[config.mk]
export PLATFORM = sky130hd
export DESIGN_NAME = utf8_to_ucs4_decoder
export DESIGN_NICKNAME = d
export VERILOG_FILES = /design/src/u8d_pkg.sv /design/src/u8d_front.sv /design/src/u8d_queue.sv /design/src/u8d_back.sv /design/src/utf8_to_ucs4_decoder.sv
export SDC_FILE = /design/constraint.sdc
export NUM_CORES = 1
export LEC_CHECK = 0
export BUFFER_PORTS_ARGS = -buffer_cell sky130_fd_sc_hd__buf_4
export CAP_MARGIN = 20
export CORE_MARGIN = 3
export CORE_UTILIZATION = 62
export CTS_CLUSTER_DIAMETER = 80
export DETAILED_ROUTE_END_ITERATION = 8
export GPL_TIMING_DRIVEN = 1
export PLACE_DENSITY = 0.84
export SYNTH_ARGS = -nofsm -noshare
export SYNTH_HDL_FRONTEND = slang
export SYNTH_SLANG_ARGS = --single-unit
[constraint.sdc]
create_clock -name clock -period 5.4 [get_ports clock]
set_input_delay 1.08 -clock clock [delete_from_list [all_inputs] [get_ports clock]]
set_output_delay 1.08 -clock clock [all_outputs]
set_load 0.005 [all_outputs]
[src/u8d_pkg.sv]
// Shared types and constants for the UTF-8 to UCS-4 decoder.
`timescale 1ns / 1ps
`default_nettype none

package u8d_pkg;

   localparam logic [1:0] ST_OK       = 2'd0;
   localparam logic [1:0] ST_BAD_LEAD = 2'd1;
   localparam logic [1:0] ST_BAD_CONT = 2'd2;
   localparam logic [1:0] ST_TRUNC    = 2'd3;

   localparam int CP_W   = 31;
   localparam int LEN_W  = 3;
   localparam int ONES_W = 3;

   localparam logic [ONES_W-1:0] ONES_CONT    = 3'd1;
   localparam logic [ONES_W-1:0] ONES_INVALID = 3'd7;

   typedef struct packed {
      logic [7:0]        data;
      logic              last;
      logic [ONES_W-1:0] ones;
      logic              is_cont;
      logic [6:0]        lead_bits;
   } class_type;

   typedef struct packed {
      logic [CP_W-1:0]  code_point;
      logic [LEN_W-1:0] seq_length;
      logic [1:0]       status;
   } result_type;

endpackage

`default_nettype wire

[src/u8d_front.sv]
// Front end: takes input bytes and classifies them by their leading ones.
`timescale 1ns / 1ps
`default_nettype none

module u8d_front
   import u8d_pkg::*;
(
   input  wire logic       req_valid,
   output logic            req_ready,
   input  wire logic [7:0] req_data_byte,
   input  wire logic       req_final_byte,
   output logic            push,
   output class_type       push_item,
   input  wire logic       queue_full
);

   logic [ONES_W-1:0] ones;
   logic [6:0]        mask;

   always_comb begin
      ones = ONES_INVALID;
      mask = 7'h00;
      if (!req_data_byte[7]) begin
         ones = 3'd0; mask = 7'h7f;
      end else if (!req_data_byte[6]) begin
         ones = 3'd1; mask = 7'h3f;
      end else if (!req_data_byte[5]) begin
         ones = 3'd2; mask = 7'h1f;
      end else if (!req_data_byte[4]) begin
         ones = 3'd3; mask = 7'h0f;
      end else if (!req_data_byte[3]) begin
         ones = 3'd4; mask = 7'h07;
      end else if (!req_data_byte[2]) begin
         ones = 3'd5; mask = 7'h03;
      end else if (!req_data_byte[1]) begin
         ones = 3'd6; mask = 7'h01;
      end
   end

   assign req_ready = !queue_full;
   assign push      = req_valid && !queue_full;

   always_comb begin
      push_item.data      = req_data_byte;
      push_item.last      = req_final_byte;
      push_item.ones      = ones;
      push_item.is_cont   = (ones == ONES_CONT);
      push_item.lead_bits = req_data_byte[6:0] & mask;
   end

endmodule

`default_nettype wire

[src/u8d_queue.sv]
// Short queue of classified items between front and back.
`timescale 1ns / 1ps
`default_nettype none

module u8d_queue
   import u8d_pkg::*;
#(
   parameter int DEPTH = 2
)
(
   input  wire logic      clock,
   input  wire logic      reset,
   input  wire logic      push,
   input  wire class_type push_item,
   output logic           full,
   input  wire logic      pop,
   output logic           not_empty,
   output class_type      pop_item
);

   localparam int PTR_W = (DEPTH > 1) ? $clog2(DEPTH) : 1;
   localparam int CNT_W = $clog2(DEPTH + 1);
   localparam logic [PTR_W-1:0] LAST_PTR = PTR_W'(DEPTH - 1);
   localparam logic [CNT_W-1:0] FULL_CNT = CNT_W'(DEPTH);

   class_type        entry_ff [DEPTH];
   logic [PTR_W-1:0] wr_ptr_ff, wr_ptr_in;
   logic [PTR_W-1:0] rd_ptr_ff, rd_ptr_in;
   logic [CNT_W-1:0] count_ff, count_in;

   assign full      = (count_ff == FULL_CNT);
   assign not_empty = (count_ff != '0);
   assign pop_item  = entry_ff[rd_ptr_ff];

   always_comb begin
      wr_ptr_in = wr_ptr_ff;
      rd_ptr_in = rd_ptr_ff;
      count_in  = count_ff;
      if (push) begin
         wr_ptr_in = (wr_ptr_ff == LAST_PTR) ? '0 : wr_ptr_ff + 1'b1;
      end
      if (pop) begin
         rd_ptr_in = (rd_ptr_ff == LAST_PTR) ? '0 : rd_ptr_ff + 1'b1;
      end
      if (push && !pop) begin
         count_in = count_ff + 1'b1;
      end else if (pop && !push) begin
         count_in = count_ff - 1'b1;
      end
   end

   always_ff @(posedge clock) begin
      if (reset) begin
         wr_ptr_ff <= '0;
         rd_ptr_ff <= '0;
         count_ff  <= '0;
      end else begin
         wr_ptr_ff <= wr_ptr_in;
         rd_ptr_ff <= rd_ptr_in;
         count_ff  <= count_in;
      end
   end

   always_ff @(posedge clock) begin
      if (push) begin
         entry_ff[wr_ptr_ff] <= push_item;
      end
   end

endmodule

`default_nettype wire

[src/u8d_back.sv]
// Back end: sequence state, code point assembly and the result register.
`timescale 1ns / 1ps
`default_nettype none

module u8d_back
   import u8d_pkg::*;
(
   input  wire logic             clock,
   input  wire logic             reset,
   input  wire logic             item_valid,
   input  wire class_type        item,
   output logic                  pop,
   output logic                  rsp_valid,
   input  wire logic             rsp_ready,
   output logic [CP_W-1:0]       rsp_code_point,
   output logic [LEN_W-1:0]      rsp_seq_length,
   output logic [1:0]            rsp_status
);

   logic [2:0]       pending_ff, pending_in;
   logic [CP_W-1:0]  partial_ff, partial_in;
   logic [LEN_W-1:0] total_ff, total_in;
   logic             out_valid_ff, out_valid_in;
   result_type       out_ff, out_in;
   result_type       res;
   logic             emit;
   logic [CP_W-1:0]  next_value;
   logic [2:0]       pending_dec;

   assign pop         = item_valid && (!out_valid_ff || rsp_ready);
   assign next_value  = {partial_ff[CP_W-7:0], item.data[5:0]};
   assign pending_dec = pending_ff - 3'd1;

   always_comb begin
      pending_in = pending_ff;
      partial_in = partial_ff;
      total_in   = total_ff;
      emit       = 1'b0;
      res        = '{code_point: '0, seq_length: '0, status: ST_OK};
      if (pending_ff == 3'd0) begin
         if (item.ones == 3'd0) begin
            emit = 1'b1;
            res  = '{code_point: CP_W'(item.lead_bits), seq_length: 3'd1, status: ST_OK};
         end else if (item.is_cont || item.ones == ONES_INVALID) begin
            emit = 1'b1;
            res.status = ST_BAD_LEAD;
         end else if (item.last) begin
            emit = 1'b1;
            res.status = ST_TRUNC;
         end else begin
            pending_in = item.ones - 3'd1;
            partial_in = CP_W'(item.lead_bits);
            total_in   = item.ones;
         end
      end else begin
         if (!item.is_cont) begin
            emit       = 1'b1;
            res.status = ST_BAD_CONT;
            pending_in = '0;
            partial_in = '0;
            total_in   = '0;
         end else if (pending_dec == 3'd0) begin
            emit       = 1'b1;
            res        = '{code_point: next_value, seq_length: total_ff, status: ST_OK};
            pending_in = '0;
            partial_in = '0;
            total_in   = '0;
         end else if (item.last) begin
            emit       = 1'b1;
            res.status = ST_TRUNC;
            pending_in = '0;
            partial_in = '0;
            total_in   = '0;
         end else begin
            pending_in = pending_dec;
            partial_in = next_value;
         end
      end
   end

   always_comb begin
      out_valid_in = out_valid_ff;
      out_in       = out_ff;
      if (rsp_ready) begin
         out_valid_in = 1'b0;
      end
      if (pop && emit) begin
         out_valid_in = 1'b1;
         out_in       = res;
      end
   end

   always_ff @(posedge clock) begin
      if (reset) begin
         pending_ff   <= '0;
         partial_ff   <= '0;
         total_ff     <= '0;
         out_valid_ff <= 1'b0;
      end else begin
         if (pop) begin
            pending_ff <= pending_in;
            partial_ff <= partial_in;
            total_ff   <= total_in;
         end
         out_valid_ff <= out_valid_in;
      end
   end

   always_ff @(posedge clock) begin
      out_ff <= out_in;
   end

   assign rsp_valid      = out_valid_ff;
   assign rsp_code_point = out_ff.code_point;
   assign rsp_seq_length = out_ff.seq_length;
   assign rsp_status     = out_ff.status;

endmodule

`default_nettype wire

[src/utf8_to_ucs4_decoder.sv]
// Top level of the UTF-8 to UCS-4 stream decoder.
//
//   channel  direction  handshake            payload
//   req      in         req_valid/req_ready  req_data_byte[7:0], req_final_byte
//   rsp      out        rsp_valid/rsp_ready  rsp_code_point[30:0], rsp_seq_length[2:0],
//                                            rsp_status[1:0]
//
// One byte a cycle sustained while the result register is not stalled; the sequence state
// update in the back end sets that figure. A result appears in the cycle after its last
// byte leaves the queue. Reset is synchronous and leaves the block idle. A stalled result
// register holds the back end; the queue then absorbs QUEUE_DEPTH items before req_ready
// falls.
`timescale 1ns / 1ps
`default_nettype none

module utf8_to_ucs4_decoder
   import u8d_pkg::*;
#(
   parameter int QUEUE_DEPTH = 2
)
(
   input  wire logic         clock,
   input  wire logic         reset,
   input  wire logic         req_valid,
   output logic              req_ready,
   input  wire logic [7:0]   req_data_byte,
   input  wire logic         req_final_byte,
   output logic              rsp_valid,
   input  wire logic         rsp_ready,
   output logic [CP_W-1:0]  rsp_code_point,
   output logic [LEN_W-1:0] rsp_seq_length,
   output logic [1:0]        rsp_status
);

   logic      push;
   class_type push_item;
   logic      queue_full;
   logic      pop;
   logic      queue_valid;
   class_type pop_item;

   u8d_front u_front (
      .req_valid      (req_valid),
      .req_ready      (req_ready),
      .req_data_byte  (req_data_byte),
      .req_final_byte (req_final_byte),
      .push           (push),
      .push_item      (push_item),
      .queue_full     (queue_full)
   );

   u8d_queue #(
      .DEPTH (QUEUE_DEPTH)
   ) u_queue (
      .clock     (clock),
      .reset     (reset),
      .push      (push),
      .push_item (push_item),
      .full      (queue_full),
      .pop       (pop),
      .not_empty (queue_valid),
      .pop_item  (pop_item)
   );

   u8d_back u_back (
      .clock          (clock),
      .reset          (reset),
      .item_valid     (queue_valid),
      .item           (pop_item),
      .pop            (pop),
      .rsp_valid      (rsp_valid),
      .rsp_ready      (rsp_ready),
      .rsp_code_point (rsp_code_point),
      .rsp_seq_length (rsp_seq_length),
      .rsp_status     (rsp_status)
   );

endmodule

`default_nettype wire
==> impl_metrics.yaml <==
outcome:
  status: "complete, no violations"
cts:
  clockBufferDepth: 2
  post-cts-setup-buffers: 0
  ctsHoldBuffers: 0
  cts.sinks: 109
  cts_tree: "done"
  postCtsResizedCells: 0
  clkSlewWorstSetupHoldPaths_ps: 90
  htree_num_levels: 3
  insertion_delay_ps: 370
  root_buffer: "clkbuf_8"
  cts_buffers: 9
critical_path:
  r2r_cells: 8
  r2r_slack_ps: 2520
  cp_max_fo: 29
  endpoint: "u_back.pending_ff[2]$_SDFFE_PP0P_"
  regToRegEndpoint: "u_back.pending_ff[2]$_SDFFE_PP0P_"
  setup.worst_path.start_class: "register"
  cp-end-kind: "register"
  required_ps: 5700
  crit_type: "reg2reg"
  arrival_ps: 3180
finish:
  num-fill-cells: 497
  antenna_cells: 0
  fin_nets: 430
  multi_input_area_mm2: 0.00142
  syn_to_final_growth_pct: 12.8
  seq_area_mm2: 0.00290
  drive_above_1_share_pct: 19.3
  final_cell_mix: "72 x edfxtp_1, 54 x buf_4, 37 x dfxtp_1, 28 x nand2_1, 28 x and2_1"
  utilization_pct: 73.4
  final_common_cell: "edfxtp_1"
global_routing:
  grt-ovfl-total: 0
  grtUsageTotal_pct: 19.1
  grt_max_degree: 38
  grt_pass1_wl_mm: 12.4
  antenna_found_initial: 0
  grt_pass1_vias: 2632
timing:
  slew_headroom_pct: 33.9
  tns_ps: 0
  worstMarginPinSlew_ps: 992
  maxClockFrequency_mhz: 347
  fin_ws_ps: 2520
  hold_violations: 0
  grt_setup_unrepaired: "no"
  slew_viol_final: 0
  period_needed_ps: 2880
  finClkSkew_ps: 13.2
  fin_crit_sh_pct: 53.3
  final-setup-viol-count: 0
placement:
  io_buffers: 50
  gp_congestion: 0.767
  pre_cts_slack_ps: 2540
  place_hpwl_mm: 5.08
detailed_routing:
  routedWlPerCell_um: 14.5
  postRouteAntennaNets: 0
  vias_per_cell: 5.47
  drtIter0Drc: 183
  finalWirelength_mm: 7.42
  vias: 2793
  drc: 0
  drt_pass1_iterations: 5
logic_synthesis:
  synth.area.top_cells: "edfxtp_1 48%, dfxtp_1 16%, and2_1 3.9%"
  synth_area_leader_cell: "edfxtp_1"
  synthArstFlopShare_pct: 0
  yosys_warnings: 0
  yosys_register_bits: 109
  syn_area_mm2: 0.00449
  synth_edf_count: 72
  synth.distinct_cells: 44
  ys.flop_type: "edfxtp_1"
  synth_top_area_share_pct: 48.1
  yosysSeqAreaShare_pct: 64.6
  avgSynthCellArea_um2: 12.3
  synthesis.nets: 384
  syn_inst: 364
floorplan:
  die_h_um: 91.1
  std_cell_rows: 30
  core_region_area_mm2: 0.00691
  io_pins: 51
  dieArea_mm2: 0.00831
  initial_utilization_pct: 65.1
  die_w_um: 91.1
min_path:
  hold_class: "reg2reg"
power:
  ir_worst_vdd_mv: 0.323
  power.leakage_nw: 1.85
  cellPowerDensity_mw_per_mm2: 531
job:
  drv_cap: 0
-- synth_stat cells, types with 3 or more instances --
cell      number
a211oi_2       3
a21oi_1       26
a31oi_1        3
and2_1        28
buf_2          6
buf_6          4
clkbuf_1       5
dfxtp_1       37
edfxtp_1      72
ha_1           7
inv_1         12
mux2_2         3
mux2i_1       14
nand2_1       28
nand2b_1       3
nand3_1       21
nor2_1        26
nor2b_1        6
nor3_1         7
o21ai_0        5
o22ai_1       14
xor2_1         4
-- area by class of cell --
type	count	share of cell area, %
clock inverters	3	0.395
well taps	96	2.37
clock buffers	13	3.16
multi-input cells	224	28.0
inverters	12	0.888
flip-flops and latches	109	57.2
repair buffers	54	7.99
-- worst max-delay path, stage by stage, from the launching register on --
cell and delay, ps:
dfxtp_1 310, buf_4 320, mux2_2 410, ha_1 230
a211oi_2 200, a21o_4 150, a31o_1 810, nor2_1 140
a211oi_2 230
-- cells by family (layout without fill, tap and decap cells) --
family | count (synthesis) | in the layout | synth area share [%]
adder cells (fa/ha/maj) | 7 | 7 | 1.95
XOR/XNOR | 6 | 6 | 1.17
buffers and inverters | 31 | 82 | 3.87
AND/OR/NAND/NOR | 127 | 127 | 14.3
flip-flops | 109 | 109 | 64.6
multiplexers | 19 | 19 | 4.70
AO/OA/AOI/OAI | 65 | 65 | 9.47
-- state kept, by name, summed over array words and instances (netlist names), named ones only --
register and cells:
u_back.partial_ff 25, u_back.rsp_code_point 31, u_back.rsp_seq_length 3, u_back.rsp_status 2, u_back.pending_ff 3, u_queue.wr_ptr_ff 1, u_back.total_ff 3, u_queue.rd_ptr_ff 1
u_queue.entry_ff 36, u_queue.count_ff 2, u_back.rsp_valid 1
-- metrics by stage --
stage	std cells	total power, mW	hold slack, ps	instance area, um2
after floorplan	364	1.96	427	4490
after global placement	495	2.23	436	4890
after detailed placement	495	2.27	439	4890
after CTS	511	2.71	452	5070
after global routing	511	2.87	480	5070
final	511	2.69	450	5070
-- per-layer routing --
metal / track usage [%] / vias to the layer above / part of all wire (%) / routed length [um]
li1: - / 1397 / - / -
met3: 3.98 / 14 / 4.6 / 341
met5: 0 / - / 0 / 0
met2: 31.6 / 74 / 50 / 3710
met1: 23.6 / 1308 / 43 / 3170
met4: 9.92 / 0 / 2.8 / 205
-- worst min-delay path by stage --
stage,to,start,cells past startpoint,slack [ps]
2_1_floorplan,u_back.partial_ff[19]$_SDFFE_PP0P_,u_back.partial_ff[19]$_SDFFE_PP0P_,2,430
3_3_place_gp,u_back.partial_ff[23]$_SDFFE_PP0P_,u_back.partial_ff[23]$_SDFFE_PP0P_,2,440
3_5_place_dp,u_back.partial_ff[19]$_SDFFE_PP0P_,u_back.partial_ff[19]$_SDFFE_PP0P_,2,440
4_1_cts,u_back.partial_ff[19]$_SDFFE_PP0P_,u_back.partial_ff[19]$_SDFFE_PP0P_,2,450
5_1_grt,u_back.partial_ff[21]$_SDFFE_PP0P_,u_back.partial_ff[21]$_SDFFE_PP0P_,2,480
6_report,u_back.partial_ff[19]$_SDFFE_PP0P_,u_back.partial_ff[19]$_SDFFE_PP0P_,2,450
-- where the power goes --
group          switching, mW  internal, mW  leakage, nW
combinational          0.575         0.406        0.774
sequential            0.0835          1.18        0.991
clock                  0.254         0.196       0.0848
Power figures use the tool's default switching activity.
